--- config.mk ---
export PLATFORM = sky130hd
export DESIGN_NAME = laplacian_stencil_csr_row_generator
export DESIGN_NICKNAME = d
export VERILOG_FILES = /design/src/sv/lsrg_pkg.sv /design/src/sv/laplacian_stencil_csr_row_generator.sv /design/src/sv/lsrg_front.sv /design/src/sv/lsrg_fifo.sv /design/src/sv/lsrg_back.sv
export SDC_FILE = /design/constraint.sdc
export NUM_CORES = 1
export LEC_CHECK = 0
export BUFFER_PORTS_ARGS = -buffer_cell sky130_fd_sc_hd__buf_2
export CORE_ASPECT_RATIO = 0.5
export CORE_MARGIN = 5
export CORE_UTILIZATION = 60
export DETAILED_ROUTE_END_ITERATION = 16
export PLACE_DENSITY = 0.77
export SLEW_MARGIN = 10
export SYNTH_ARGS = -nofsm -noshare
export SYNTH_HDL_FRONTEND = slang
export SYNTH_SLANG_ARGS = --single-unit
export TNS_END_PERCENT = 100
--- constraint.sdc ---
create_clock -name clk_i -period 9.3 [get_ports clk_i]
set_input_delay 0.93 -clock clk_i [delete_from_list [all_inputs] [get_ports clk_i]]
set_output_delay 0.93 -clock clk_i [all_outputs]
set_load 0.02 [all_outputs]
--- src/sv/lsrg_pkg.sv ---
package lsrg_pkg;

  localparam int unsigned MAX_DIM      = 256;
  localparam int unsigned STENCIL_TAPS = 7;
  localparam int unsigned POS_W        = $clog2(MAX_DIM);
  localparam int unsigned DIM_W        = $clog2(MAX_DIM + 1);
  localparam int unsigned PLANE_W      = 2 * DIM_W;

  localparam int unsigned CNT_W    = 9;
  localparam int unsigned WEIGHT_W = 16;
  localparam int unsigned GRID_W   = 24;
  localparam int unsigned ROW_W    = 25;
  localparam int unsigned SLOT_W   = 28;
  localparam int unsigned VALUE_W  = 20;
  localparam int unsigned CFG_W    = 28;
  localparam int unsigned CFG_IDX_W = 3;
  localparam int unsigned TAP_W    = $clog2(STENCIL_TAPS);

  // row descriptor queue between front and back
  localparam int unsigned Q_DEPTH = 2;

  typedef enum logic [CFG_IDX_W-1:0] {
    CFG_LON_COUNT     = 3'd0,
    CFG_LAT_COUNT     = 3'd1,
    CFG_LAYER_COUNT   = 3'd2,
    CFG_SMOOTH_WEIGHT = 3'd3,
    CFG_FIRST_ROW     = 3'd4,
    CFG_FIRST_SLOT    = 3'd5,
    CFG_SLOT_CAPACITY = 3'd6
  } cfg_idx_e;

  // stencil tap order within an interior row
  localparam logic [TAP_W-1:0] TAP_DIAG     = 3'd0;
  localparam logic [TAP_W-1:0] TAP_LON_DN   = 3'd1;
  localparam logic [TAP_W-1:0] TAP_LON_UP   = 3'd2;
  localparam logic [TAP_W-1:0] TAP_LAT_DN   = 3'd3;
  localparam logic [TAP_W-1:0] TAP_LAT_UP   = 3'd4;
  localparam logic [TAP_W-1:0] TAP_LAYER_DN = 3'd5;
  localparam logic [TAP_W-1:0] TAP_LAYER_UP = 3'd6;

  typedef struct packed {
    logic [CNT_W-1:0]    lon_count;
    logic [CNT_W-1:0]    lat_count;
    logic [CNT_W-1:0]    layer_count;
    logic [WEIGHT_W-1:0] smooth_weight;
    logic [GRID_W-1:0]   first_row;
    logic [SLOT_W-1:0]   first_slot;
    logic [SLOT_W-1:0]   slot_capacity;
  } cfg_t;

  typedef struct packed {
    logic [GRID_W-1:0] grid_index;
    logic [SLOT_W-1:0] slot;
    logic [ROW_W-1:0]  row;
    logic [SLOT_W-1:0] row_end;
    logic              boundary;
    logic              done;
    logic              overflow;
  } desc_t;

  // zero acts as one, anything above MAX_DIM as MAX_DIM
  function automatic logic [DIM_W-1:0] eff_dim(input logic [CNT_W-1:0] v);
    logic [DIM_W-1:0] r;
    if (v == '0) begin
      r = DIM_W'(1);
    end else if (32'(v) > MAX_DIM) begin
      r = DIM_W'(MAX_DIM);
    end else begin
      r = DIM_W'(v);
    end
    return r;
  endfunction

endpackage

--- src/sv/laplacian_stencil_csr_row_generator.sv ---
// Channel    Direction  Handshake           Payload
// request    in         push / full        restart_i
// result     out        empty / pop        slot_o entry_value_o column_o row_o row_end_o
//                                          last_o walk_done_o overflow_o
// config     in         cfg_we_i           cfg_index_i cfg_wdata_i
//
// A boundary or overflowing point yields one result, an interior point seven; the
// back end's tap counter gives one per cycle while no stalled pop holds the output.
// Results pass the row queue, the back end's row register and the output register.
// Requests are taken while the two-deep row queue has room; a halted or finished walk
// swallows requests without restart and gives nothing.
// rst_ni clears the walk and loads register defaults; a stalled pop holds the output
// register, and the back end waits on it without losing a tap.
module laplacian_stencil_csr_row_generator (
  input  logic                                clk_i,
  input  logic                                rst_ni,
  input  logic                                cfg_we_i,
  input  logic [lsrg_pkg::CFG_IDX_W-1:0]      cfg_index_i,
  input  logic [lsrg_pkg::CFG_W-1:0]          cfg_wdata_i,
  input  logic                                push,
  output logic                                full,
  input  logic                                restart_i,
  output logic                                empty,
  input  logic                                pop,
  output logic [lsrg_pkg::SLOT_W-1:0]         slot_o,
  output logic signed [lsrg_pkg::VALUE_W-1:0] entry_value_o,
  output logic [lsrg_pkg::GRID_W-1:0]         column_o,
  output logic [lsrg_pkg::ROW_W-1:0]          row_o,
  output logic [lsrg_pkg::SLOT_W-1:0]         row_end_o,
  output logic                                last_o,
  output logic                                walk_done_o,
  output logic                                overflow_o
);

  lsrg_pkg::cfg_t  cfg_q;
  lsrg_pkg::desc_t front_desc, q_desc;
  logic            front_valid, q_valid, q_pop, accept;

  // register file, index decode; unknown indexes fall through
  always_ff @(posedge clk_i or negedge rst_ni) begin
    if (!rst_ni) begin
      cfg_q.lon_count     <= lsrg_pkg::CNT_W'(1);
      cfg_q.lat_count     <= lsrg_pkg::CNT_W'(1);
      cfg_q.layer_count   <= lsrg_pkg::CNT_W'(1);
      cfg_q.smooth_weight <= lsrg_pkg::WEIGHT_W'(256);
      cfg_q.first_row     <= '0;
      cfg_q.first_slot    <= '0;
      cfg_q.slot_capacity <= '1;
    end else if (cfg_we_i) begin
      unique case (cfg_index_i)
        lsrg_pkg::CFG_LON_COUNT:
          cfg_q.lon_count <= cfg_wdata_i[lsrg_pkg::CNT_W-1:0];
        lsrg_pkg::CFG_LAT_COUNT:
          cfg_q.lat_count <= cfg_wdata_i[lsrg_pkg::CNT_W-1:0];
        lsrg_pkg::CFG_LAYER_COUNT:
          cfg_q.layer_count <= cfg_wdata_i[lsrg_pkg::CNT_W-1:0];
        lsrg_pkg::CFG_SMOOTH_WEIGHT:
          cfg_q.smooth_weight <= cfg_wdata_i[lsrg_pkg::WEIGHT_W-1:0];
        lsrg_pkg::CFG_FIRST_ROW:
          cfg_q.first_row <= cfg_wdata_i[lsrg_pkg::GRID_W-1:0];
        lsrg_pkg::CFG_FIRST_SLOT:
          cfg_q.first_slot <= cfg_wdata_i[lsrg_pkg::SLOT_W-1:0];
        lsrg_pkg::CFG_SLOT_CAPACITY:
          cfg_q.slot_capacity <= cfg_wdata_i[lsrg_pkg::SLOT_W-1:0];
        default: begin
        end
      endcase
    end
  end

  assign accept = push & ~full;

  // front: walk state, boundary and overflow classification
  lsrg_front u_front (
    .clk_i        (clk_i),
    .rst_ni       (rst_ni),
    .cfg_i        (cfg_q),
    .accept_i     (accept),
    .restart_i    (restart_i),
    .desc_valid_o (front_valid),
    .desc_o       (front_desc)
  );

  // row queue; full back-pressures requests
  lsrg_fifo u_fifo (
    .clk_i   (clk_i),
    .rst_ni  (rst_ni),
    .wr_i    (front_valid),
    .wdata_i (front_desc),
    .full_o  (full),
    .rd_i    (q_pop),
    .valid_o (q_valid),
    .rdata_o (q_desc)
  );

  // back: expands a row into its taps through the output register
  lsrg_back u_back (
    .clk_i         (clk_i),
    .rst_ni        (rst_ni),
    .cfg_i         (cfg_q),
    .desc_valid_i  (q_valid),
    .desc_i        (q_desc),
    .desc_pop_o    (q_pop),
    .empty         (empty),
    .pop           (pop),
    .slot_o        (slot_o),
    .entry_value_o (entry_value_o),
    .column_o      (column_o),
    .row_o         (row_o),
    .row_end_o     (row_end_o),
    .last_o        (last_o),
    .walk_done_o   (walk_done_o),
    .overflow_o    (overflow_o)
  );

endmodule

--- src/sv/lsrg_front.sv ---
module lsrg_front (
  input  logic                 clk_i,
  input  logic                 rst_ni,
  input  lsrg_pkg::cfg_t       cfg_i,
  input  logic                 accept_i,
  input  logic                 restart_i,
  output logic                 desc_valid_o,
  output lsrg_pkg::desc_t      desc_o
);

  logic [lsrg_pkg::POS_W-1:0]  lon_pos_q, lon_pos_d, lat_pos_q, lat_pos_d;
  logic [lsrg_pkg::POS_W-1:0]  layer_pos_q, layer_pos_d;
  logic [lsrg_pkg::GRID_W-1:0] grid_q, grid_d, rows_q, rows_d;
  logic [lsrg_pkg::SLOT_W-1:0] nslot_q, nslot_d;
  logic                        halted_q, halted_d, finished_q, finished_d;

  logic [lsrg_pkg::POS_W-1:0]  lon_c, lat_c, layer_c;
  logic [lsrg_pkg::GRID_W-1:0] grid_c, rows_c;
  logic [lsrg_pkg::SLOT_W-1:0] nslot_c, rend;
  logic                        active;
  logic [lsrg_pkg::DIM_W-1:0]  nlon, nlat, nlay;
  logic                        lon_end, lat_end, lay_end, boundary, done, ovf;
  logic [lsrg_pkg::SLOT_W-1:0] taps;
  logic [lsrg_pkg::SLOT_W:0]   need;

  // restart reloads the walk before the point is classified
  assign lon_c   = restart_i ? '0 : lon_pos_q;
  assign lat_c   = restart_i ? '0 : lat_pos_q;
  assign layer_c = restart_i ? '0 : layer_pos_q;
  assign grid_c  = restart_i ? '0 : grid_q;
  assign rows_c  = restart_i ? '0 : rows_q;
  assign nslot_c = restart_i ? cfg_i.first_slot : nslot_q;
  assign active  = restart_i | ~(halted_q | finished_q);

  assign nlon = lsrg_pkg::eff_dim(cfg_i.lon_count);
  assign nlat = lsrg_pkg::eff_dim(cfg_i.lat_count);
  assign nlay = lsrg_pkg::eff_dim(cfg_i.layer_count);

  assign lon_end  = lsrg_pkg::DIM_W'(lon_c)   >= nlon - lsrg_pkg::DIM_W'(1);
  assign lat_end  = lsrg_pkg::DIM_W'(lat_c)   >= nlat - lsrg_pkg::DIM_W'(1);
  assign lay_end  = lsrg_pkg::DIM_W'(layer_c) >= nlay - lsrg_pkg::DIM_W'(1);
  assign boundary = (lon_c == '0) | (lat_c == '0) | (layer_c == '0) |
                    lon_end | lat_end | lay_end;
  assign done     = lon_end & lat_end & lay_end;
  assign taps     = boundary ? lsrg_pkg::SLOT_W'(1)
                             : lsrg_pkg::SLOT_W'(lsrg_pkg::STENCIL_TAPS);
  assign need     = {1'b0, nslot_c} + {1'b0, taps};
  assign ovf      = need > {1'b0, cfg_i.slot_capacity};
  assign rend     = need[lsrg_pkg::SLOT_W-1:0];

  assign desc_valid_o         = accept_i & active;
  assign desc_o.grid_index    = grid_c;
  assign desc_o.slot          = nslot_c;
  assign desc_o.row           = {1'b0, cfg_i.first_row} + {1'b0, rows_c};
  assign desc_o.row_end       = ovf ? nslot_c : rend;
  assign desc_o.boundary      = boundary;
  assign desc_o.done          = done & ~ovf;
  assign desc_o.overflow      = ovf;

  always_comb begin
    lon_pos_d   = lon_pos_q;
    lat_pos_d   = lat_pos_q;
    layer_pos_d = layer_pos_q;
    grid_d      = grid_q;
    rows_d      = rows_q;
    nslot_d     = nslot_q;
    halted_d    = halted_q;
    finished_d  = finished_q;
    if (accept_i) begin
      lon_pos_d   = lon_c;
      lat_pos_d   = lat_c;
      layer_pos_d = layer_c;
      grid_d      = grid_c;
      rows_d      = rows_c;
      nslot_d     = nslot_c;
      halted_d    = halted_q & ~restart_i;
      finished_d  = finished_q & ~restart_i;
      if (active) begin
        if (ovf) begin
          halted_d = 1'b1;
        end else begin
          nslot_d = rend;
          rows_d  = rows_c + lsrg_pkg::GRID_W'(1);
          grid_d  = grid_c + lsrg_pkg::GRID_W'(1);
          if (done) begin
            finished_d = 1'b1;
          end else if (!lon_end) begin
            lon_pos_d = lon_c + lsrg_pkg::POS_W'(1);
          end else begin
            lon_pos_d = '0;
            if (!lat_end) begin
              lat_pos_d = lat_c + lsrg_pkg::POS_W'(1);
            end else begin
              lat_pos_d   = '0;
              layer_pos_d = layer_c + lsrg_pkg::POS_W'(1);
            end
          end
        end
      end
    end
  end

  always_ff @(posedge clk_i or negedge rst_ni) begin
    if (!rst_ni) begin
      lon_pos_q   <= '0;
      lat_pos_q   <= '0;
      layer_pos_q <= '0;
      grid_q      <= '0;
      rows_q      <= '0;
      nslot_q     <= '0;
      halted_q    <= 1'b0;
      finished_q  <= 1'b0;
    end else begin
      lon_pos_q   <= lon_pos_d;
      lat_pos_q   <= lat_pos_d;
      layer_pos_q <= layer_pos_d;
      grid_q      <= grid_d;
      rows_q      <= rows_d;
      nslot_q     <= nslot_d;
      halted_q    <= halted_d;
      finished_q  <= finished_d;
    end
  end

endmodule

--- src/sv/lsrg_fifo.sv ---
module lsrg_fifo (
  input  logic            clk_i,
  input  logic            rst_ni,
  input  logic            wr_i,
  input  lsrg_pkg::desc_t wdata_i,
  output logic            full_o,
  input  logic            rd_i,
  output logic            valid_o,
  output lsrg_pkg::desc_t rdata_o
);

  localparam int unsigned PTR_W = $clog2(lsrg_pkg::Q_DEPTH);
  localparam int unsigned QCNT_W = $clog2(lsrg_pkg::Q_DEPTH + 1);

  lsrg_pkg::desc_t    mem_q [lsrg_pkg::Q_DEPTH];
  logic [PTR_W-1:0]   wr_ptr_q, rd_ptr_q;
  logic [QCNT_W-1:0]  cnt_q;
  logic               do_wr, do_rd;

  assign full_o  = cnt_q == QCNT_W'(lsrg_pkg::Q_DEPTH);
  assign valid_o = cnt_q != '0;
  assign rdata_o = mem_q[rd_ptr_q];
  assign do_wr   = wr_i & ~full_o;
  assign do_rd   = rd_i & valid_o;

  always_ff @(posedge clk_i) begin
    if (do_wr) begin
      mem_q[wr_ptr_q] <= wdata_i;
    end
  end

  always_ff @(posedge clk_i or negedge rst_ni) begin
    if (!rst_ni) begin
      wr_ptr_q <= '0;
      rd_ptr_q <= '0;
      cnt_q    <= '0;
    end else begin
      if (do_wr) begin
        wr_ptr_q <= wr_ptr_q + PTR_W'(1);
      end
      if (do_rd) begin
        rd_ptr_q <= rd_ptr_q + PTR_W'(1);
      end
      if (do_wr && !do_rd) begin
        cnt_q <= cnt_q + QCNT_W'(1);
      end else if (do_rd && !do_wr) begin
        cnt_q <= cnt_q - QCNT_W'(1);
      end
    end
  end

endmodule

--- src/sv/lsrg_back.sv ---
module lsrg_back (
  input  logic                          clk_i,
  input  logic                          rst_ni,
  input  lsrg_pkg::cfg_t                cfg_i,
  input  logic                          desc_valid_i,
  input  lsrg_pkg::desc_t               desc_i,
  output logic                          desc_pop_o,
  output logic                          empty,
  input  logic                          pop,
  output logic [lsrg_pkg::SLOT_W-1:0]   slot_o,
  output logic signed [lsrg_pkg::VALUE_W-1:0] entry_value_o,
  output logic [lsrg_pkg::GRID_W-1:0]   column_o,
  output logic [lsrg_pkg::ROW_W-1:0]    row_o,
  output logic [lsrg_pkg::SLOT_W-1:0]   row_end_o,
  output logic                          last_o,
  output logic                          walk_done_o,
  output logic                          overflow_o
);

  lsrg_pkg::desc_t               desc_q;
  logic                          busy_q, busy_d;
  logic [lsrg_pkg::TAP_W-1:0]    tap_q, tap_d;
  logic                          out_valid_q, out_valid_d;
  logic [lsrg_pkg::PLANE_W-1:0]  plane_q;

  logic                          load_en, emit, is_last;
  logic [lsrg_pkg::VALUE_W-1:0]  w_ext, val;
  logic [lsrg_pkg::GRID_W-1:0]   offset, col;
  logic                          sub;

  assign load_en    = ~out_valid_q | pop;
  assign emit       = busy_q & load_en;
  assign is_last    = desc_q.overflow | desc_q.boundary |
                      (tap_q == lsrg_pkg::TAP_LAYER_UP);
  assign desc_pop_o = desc_valid_i & (~busy_q | (emit & is_last));
  assign empty      = ~out_valid_q;

  assign w_ext = lsrg_pkg::VALUE_W'(cfg_i.smooth_weight);

  always_comb begin
    if (desc_q.overflow) begin
      val = '0;
    end else if (desc_q.boundary) begin
      val = w_ext << 2;
    end else if (tap_q == lsrg_pkg::TAP_DIAG) begin
      val = (w_ext << 2) + (w_ext << 1);
    end else begin
      val = '0 - w_ext;
    end
  end

  always_comb begin
    offset = '0;
    sub    = 1'b0;
    unique case (tap_q)
      lsrg_pkg::TAP_DIAG: begin
        offset = '0;
      end
      lsrg_pkg::TAP_LON_DN: begin
        offset = lsrg_pkg::GRID_W'(1);
        sub    = 1'b1;
      end
      lsrg_pkg::TAP_LON_UP: begin
        offset = lsrg_pkg::GRID_W'(1);
      end
      lsrg_pkg::TAP_LAT_DN: begin
        offset = lsrg_pkg::GRID_W'(lsrg_pkg::eff_dim(cfg_i.lon_count));
        sub    = 1'b1;
      end
      lsrg_pkg::TAP_LAT_UP: begin
        offset = lsrg_pkg::GRID_W'(lsrg_pkg::eff_dim(cfg_i.lon_count));
      end
      lsrg_pkg::TAP_LAYER_DN: begin
        offset = lsrg_pkg::GRID_W'(plane_q);
        sub    = 1'b1;
      end
      lsrg_pkg::TAP_LAYER_UP: begin
        offset = lsrg_pkg::GRID_W'(plane_q);
      end
      default: begin
        offset = '0;
      end
    endcase
  end

  // boundary and overflow rows only ever use the diagonal tap
  assign col = sub ? desc_q.grid_index - offset : desc_q.grid_index + offset;

  always_comb begin
    busy_d      = busy_q;
    tap_d       = tap_q;
    out_valid_d = out_valid_q;
    if (emit) begin
      out_valid_d = 1'b1;
      tap_d       = tap_q + lsrg_pkg::TAP_W'(1);
      if (is_last) begin
        busy_d = 1'b0;
      end
    end else if (pop) begin
      out_valid_d = 1'b0;
    end
    if (desc_pop_o) begin
      busy_d = 1'b1;
      tap_d  = lsrg_pkg::TAP_DIAG;
    end
  end

  always_ff @(posedge clk_i or negedge rst_ni) begin
    if (!rst_ni) begin
      busy_q      <= 1'b0;
      tap_q       <= lsrg_pkg::TAP_DIAG;
      out_valid_q <= 1'b0;
    end else begin
      busy_q      <= busy_d;
      tap_q       <= tap_d;
      out_valid_q <= out_valid_d;
    end
  end

  always_ff @(posedge clk_i) begin
    plane_q <= lsrg_pkg::eff_dim(cfg_i.lon_count) * lsrg_pkg::eff_dim(cfg_i.lat_count);
    if (desc_pop_o) begin
      desc_q <= desc_i;
    end
    if (emit) begin
      slot_o        <= desc_q.slot + lsrg_pkg::SLOT_W'(tap_q);
      entry_value_o <= val;
      column_o      <= col;
      row_o         <= desc_q.row;
      row_end_o     <= desc_q.row_end;
      last_o        <= is_last;
      walk_done_o   <= desc_q.done;
      overflow_o    <= desc_q.overflow;
    end
  end

endmodule

==> results of run 1 <==
worst register-to-register path, delay by kind of cell (launching register included):
kind | cells | cell delay, ns
flip-flops | 1 | 0.41
AO/OA/AOI/OAI | 14 | 3.20
AND/OR/NAND/NOR | 13 | 3.14
adder cells (fa/ha/maj) | 4 | 1.11
buffers and inverters | 3 | 0.46
XOR/XNOR | 2 | 0.33
cells in the mapped netlist, types with 12 or more instances:
cell / n
a211oi_1: 27
a21o_1: 38
a21oi_1: 88
a31oi_1: 18
and2_1: 22
and3_1: 37
clkbuf_1: 89
dfrtp_1: 202
dfstp_2: 32
dfxtp_1: 18
edfxtp_1: 452
fa_1: 55
ha_1: 191
inv_1: 200
mux2_2: 232
mux2i_1: 26
nand2_1: 289
nand2b_1: 26
nand3_1: 71
nand4_1: 35
nor2_1: 168
nor2b_1: 98
nor3_1: 61
o21a_1: 14
o21ai_0: 113
or3_1: 12
or4_1: 12
xnor2_1: 201
xor2_1: 48
state kept, by name, summed over array words and instances (netlist names), 8 cells and up:
name and flops:
u_front.grid_q 24, u_back.row_o 25, u_back.desc_q 108, u_front.nslot_q 28, u_back.row_end_o 28, u_front.layer_pos_q 8, cfg_q 123, u_front.rows_q 24
u_back.plane_q 18, u_back.slot_o 28, u_fifo.mem_q 216, u_front.lon_pos_q 8, u_back.column_o 24, u_back.entry_value_o 20, u_front.lat_pos_q 8
final timing paths:
path | startpoint | cells past startpoint | slack, ns | endpoint
worst max-delay path | cfg_q[110] | 36 | 0.55 | u_front.lon_pos_q[4]
max in group asynchronous | rst_ni | 2 | 7.41 | u_front.layer_pos_q[1]
worst max register to register | cfg_q[110] | 36 | 0.55 | u_front.lon_pos_q[4]
worst min register to register | u_back.desc_q[36] | 0 | 0.42 | u_back.row_o[5]
worst min-delay path | rst_ni | 1 | 0.33 | cfg_q[80]
min in group clk_i | u_back.desc_q[36] | 0 | 0.42 | u_back.row_o[5]
report_power, final:
group / switching (mW) / internal (mW) / total [mW]
Clock: 1.18 / 1.56 / 2.73
Combinational: 3.19 / 1.96 / 5.15
Sequential: 0.480 / 4.80 / 5.28
Total: 4.84 / 8.32 / 13.2
what timing repair did:
action                     in CTS  in global routing
pin swaps                       1                  1
buffers inserted                1                  2
setup endpoints to repair       3                155
hold buffers                    0                  0
resized for setup               1                  5
layer usage:
layer / GRT usage (%) / vias up / wire (um)
met5: 0 / - / 0
met4: 5.881 / 0 / 1727
met2: 42.47 / 777 / 40290
met1: 34.55 / 12030 / 36440
li1: - / 11170 / -
met3: 3.797 / 134 / 4951
area by class of cell:
| cell class | count | area (sq um) | share of cell area (%) |
|---|---|---|---|
| sequential | 704 | 19830 | 48.90 |
| tap | 825 | 1032 | 2.545 |
| clock inverter | 30 | 385.4 | 0.9502 |
| multi-input combinational | 2039 | 15570 | 38.39 |
| timing repair buffer | 207 | 1164 | 2.869 |
| inverter | 203 | 768.2 | 1.894 |
| clock buffer | 86 | 1800 | 4.439 |
| antenna | 1 | 2.502 | 0.006170 |
cell families after synthesis:
family / after synthesis / share of synthesized area (%)
buf+inv: 312 / 3.327
flops: 704 / 54.24
simple gates: 884 / 11.91
mux: 260 / 7.937
compound gates: 400 / 7.068
fa+ha+maj: 246 / 9.549
xor+xnor: 249 / 5.966
==> summary.md, run 1 <==
| Metric | Value |
|---|---|
| DR pass1 iterations | `5` |
| Synthesized instance count | `3,055` |
| Crit path buffers/inverters | `3` |
| Worst Skew | `0.04512 ns` |
| Synth Cell Area | `0.03656 sq mm` |
| Synth area leaders | `edfxtp_1 (37%), dfrtp_1 (14%), mux2_2 (7.1%)` |
| EDFF count, synth | `452` |
| DRT antenna net count | `0` |
| Final Instance Count excl. Fillers | `4,095` |
| Post-synthesis cell type count | `87` |
| Slowest CP cell | `or4_1` |
| Global-route wire length before repair | `132,100 um` |
| Num Clock Sinks | `704` |
| Skew-Pair Late Insertion Delay | `0.65 ns` |
| P per Cell Area | `324.6 mW/mm^2` |
| FMAX | `114.3 MHz` |
| Pleak | `16.58 nW` |
| Die height | `184.5 um` |
| Final nets | `3,499` |
| Final worst slack | `0.5494 ns` |
| Detail Placement HPWL | `58,340 um` |
| Initial core utilization | `60.23%` |
| Setup crit end kind | `register` |
| Yosys top cell area share | `37.13%` |
| Cells after DPL | `3,975` |
| Total global routing overflow | `0` |
| Tightest Pin Transition | `1.044 ns` |
| Dpl ws | `-0.01978 ns` |
| Req. time, crit path | `9.79 ns` |
| Rel. slew slack | `30.01%` |
| Clock tree buffer depth | `3` |
| Routed len/inst | `20.37 um` |
| DR vias/cell | `5.887` |
| Status | `completed` |
| RSZ-0062 raised after global routing | `false` |
| Critical path class | `register to register` |
| CP max FO | `24` |
| #FFs+latches synth | `704` |
| Hold crit path type | `input port to asynchronous set/reset pin` |
| Startpoint Class | `register` |
| Commonest non-fill, non-tap cell in the layout | `edfxtp_1` |
| Async SR Flop Fraction | `33.24%` |
| Synth Flop Type | `edfxtp_1` |
| Root Driver | `clkbuf_16` |
| Row count | `64` |
| Die X | `359.1 um` |
| Synth warn | `0` |
| Synthesized net count | `3,338` |
| Num CTS Buffers | `61` |
| Fin crit period | `8.751 ns` |
| # fillers | `4,406` |
| Most frequent cells in the layout | `edfxtp_1 (452), nand2_1 (288), mux2_2 (232)` |
| Final Cycle Share | `94.09%` |
| Top delay family on crit path | `compound AO/OA/AOI/OAI gates` |
| Area Growth Syn to Fin | `10.94%` |
| Sequential share of the synthesized area | `54.24%` |
| H-tree depth | `2` |
| Fin. Hold Viols | `0` |
| CP max stage delay | `0.58 ns` |
| Final setup fails | `0` |
| Post-place instance area | `0.03832 sq mm` |
| Mean area per synthesized cell | `11.97 sq um` |
| Vias | `24.11k` |
| TritonCTS clock tree | `yes` |
| Vias in the first global route | `23.91k` |
| Total die area | `0.06626 sq mm` |
| Gpl congestion | `0.9053` |
| Initial antenna violation count | `2` |
| Post-Route Setup TNS | `0 ns` |
| Largest net degree at the start of global routing | `101` |
| Maxcap violations | `0` |
| DRC | `0` |
| # IOs | `167` |
| Worst hold margin | `0.3323 ns` |
| Worst EP arrival | `9.24 ns` |
| Initial drt markers | `2,277` |
| Layout cell share with drive strength beyond 1 | `18.87%` |
| Core box area | `0.06070 sq mm` |
| Clock slew at reported path FFs | `0.06 ns` |
| Peak VDD IR | `0.0002327 V` |
| Total Power | `13.17 mW` |
| DRT Wirelength | `83,410 um` |
| Largest area contributor in the netlist | `edfxtp_1` |
| Fin util | `66.82%` |
| Max-slew violation count | `0` |
| Final instance area | `0.04056 sq mm` |
| # port buffers | `166` |
| All-Layer GR Usage | `25.00%` |
Power figures use the tool's default switching activity.
==> run 2: changes to the inputs <==
Settings changed: CORE_UTILIZATION 60 to 50, PLACE_DENSITY 0.77 to 0.66.
==> run 2 against run 1 <==
Hold slack gained 0.023 ns. Critical path depth shrank 1. Register-to-register slack gained 0.07 ns. Combinational power shrank 0.8%. Wire length grew 0.29%. Clock power grew 5%. Die area grew 19%. Cell count grew 3.7%. Via count shrank 2.3%. Design area grew 0.67%. Worst setup slack gained 0.074 ns. Critical endpoint is now u_front.lon_pos_q[0]. Largest power group unchanged.
==> summary.md, run 2 (synthesis results as in run 1) <==
| Metric | Value |
|---|---|
| Status | `completed` |
| Num CTS Buffers | `67` |
| All-Layer GR Usage | `21.39%` |
| CP max stage delay | `0.78 ns` |
| # port buffers | `166` |
| FF-to-FF path depth | `35` |
| Total Power | `13.28 mW` |
| Clock slew at reported path FFs | `0.06 ns` |
| Pleak | `16.59 nW` |
| DRT antenna net count | `0` |
| WL met3 | `3587 um` |
| Final nets | `3,502` |
| Met1 Wirelength | `38,520 um` |
| Vias in the first global route | `23.91k` |
| Final Cycle Share | `93.30%` |
| Row count | `70` |
| Global-route wire length before repair | `133,900 um` |
| Routed len/inst | `19.71 um` |
| Logic pwr share | `38.5%` |
| Total die area | `0.07895 sq mm` |
| Startpoint Class | `register` |
| Clock group share of total power | `21.5%` |
| Routed wl met2 | `39,930 um` |
| DR vias/cell | `5.550` |
| RSZ-0062 raised after global routing | `false` |
| Setup crit end kind | `register` |
| Slowest CP cell | `or4_1` |
| Initial drt markers | `1,668` |
| Area Growth Syn to Fin | `11.68%` |
| Worst EP arrival | `9.22 ns` |
| Layout cell share with drive strength beyond 1 | `18.77%` |
| Maxcap violations | `0` |
| Fin util | `56.10%` |
| Skew-Pair Late Insertion Delay | `0.62 ns` |
| CP max FO | `21` |
| Die X | `392.4 um` |
| Fin crit period | `8.677 ns` |
| Max-slew violation count | `0` |
| Clock tree buffer depth | `3` |
| Worst Skew | `0.03260 ns` |
| FMAX | `115.2 MHz` |
| Commonest non-fill, non-tap cell in the layout | `edfxtp_1` |
| Internal power | `8.420 mW` |
| Max FFs per register | `216` |
| Initial core utilization | `50.23%` |
| Critical path class | `register to register` |
| Initial antenna violation count | `4` |
| Peak VDD IR | `0.0001958 V` |
| Highest metal used | `met4` |
| Req. time, crit path | `9.85 ns` |
| TritonCTS clock tree | `yes` |
| Worst hold margin | `0.3552 ns` |
| Rel. slew slack | `32.63%` |
| Largest reg by FF count | `u_fifo.mem_q` |
| # IOs | `167` |
| Core box area | `0.07278 sq mm` |
| Vias | `23.56k` |
| Num Clock Sinks | `704` |
| Top flop regs | `u_fifo.mem_q (216), cfg_q (123), u_back.desc_q (108)` |
| Fin. Hold Viols | `0` |
| Post-Route Setup TNS | `0 ns` |
| Reg2reg setup slack | `0.62 ns` |
| Root Driver | `clkbuf_16` |
| DRC | `0` |
| Most frequent cells in the layout | `edfxtp_1 (452), nand2_1 (288), mux2_2 (232)` |
| P per Cell Area | `325.3 mW/mm^2` |
| Sequential Power Share | `40.0%` |
| Die height | `201.2 um` |
| Gpl congestion | `0.9015` |
| Total global routing overflow | `0` |
| Hold crit path type | `input port to asynchronous set/reset pin` |
| Sw power | `4.863 mW` |
| Final setup fails | `0` |
| DR pass1 iterations | `5` |
| Switching share of total power | `36.61%` |
| Detail Placement HPWL | `58,810 um` |
| H-tree depth | `3` |
| Tightest Pin Transition | `1.005 ns` |
| DRT Wirelength | `83,650 um` |
| Largest net degree at the start of global routing | `105` |
run 2: changes by cell type in the layout (fill, tap and decap cells not counted), moves of 2 or more:
cell	delta
clkbuf_16	+4
clkinv_4	-3
clkinvlp_2	+3
clkinv_2	-2
inv_4	-2
buf_4	-4
clkinv_1	+5
clkinvlp_4	+4
run 2: routing by layer:
metal / global-route usage (%) / up-vias
met4: 4.675 / 0
li1: - / 11140
met1: 30.16 / 11780
met2: 35.37 / 532
met5: 0 / -
met3: 3.209 / 109
run 2: timing repair:
| item | CTS | global route |
|---|---|---|
| endpoints found under the setup margin | 0 | 132 |
| buffers inserted | 0 | 1 |
| resized for setup | 0 | 3 |
| hold buffers | 0 | 0 |
run 2: cell type report:
cell class | instances | area, sq um
Tap cell | 972 | 1216
Fill cell | 6021 | 31950
Clock buffer | 87 | 1876
Antenna cell | 1 | 2.502
Clock inverter | 35 | 419.2
Sequential cell | 704 | 19830
Inverter | 203 | 768.2
Timing Repair Buffer | 204 | 1154
Multi-Input combinational cell | 2039 | 15560
run 2: power by group through the flow:
stage / registers, mW / clock network, mW / logic, mW
3_5_place_dp: 5.37 / 0 / 5.10
3_3_place_gp: 5.33 / 0 / 5.01
5_1_grt: 5.42 / 3.05 / 5.64
2_1_floorplan: 5.56 / 0 / 3.41
6_report: 5.31 / 2.86 / 5.11
4_1_cts: 5.32 / 2.92 / 5.14
run 2: worst paths after layout:
check	start	endpoint
worst max-delay path	cfg_q[110]	u_front.lon_pos_q[0]
worst max register to register	cfg_q[110]	u_front.lon_pos_q[0]
worst min register to register	u_back.desc_q[35]	u_back.row_o[4]
max in group asynchronous	rst_ni	u_fifo.rd_ptr_q
worst min-delay path	rst_ni	u_front.lat_pos_q[5]
min in group clk_i	u_back.desc_q[35]	u_back.row_o[4]
run 2: worst max-delay path: cells and delay by family, from the launching register on:
| family | cells | cell delay [ns] |
|---|---|---|
| adder cells (fa/ha/maj) | 4 | 1.04 |
| AO/OA/AOI/OAI | 11 | 2.65 |
| buffers and inverters | 3 | 0.43 |
| XOR/XNOR | 2 | 0.35 |
| AND/OR/NAND/NOR | 15 | 3.71 |
| flip-flops | 1 | 0.41 |
run 2: metrics by stage:
stage / instances / instance area [sq um] / worst slack, ns
6_report: 4245 / 40830 / 0.6230
5_1_grt: 4245 / 40830 / 0.03639
2_1_floorplan: 3055 / 36560 / 1.370
4_1_cts: 4243 / 40800 / 0.1389
3_3_place_gp: 4121 / 38500 / 0.4419
3_5_place_dp: 4121 / 38500 / 0.1952
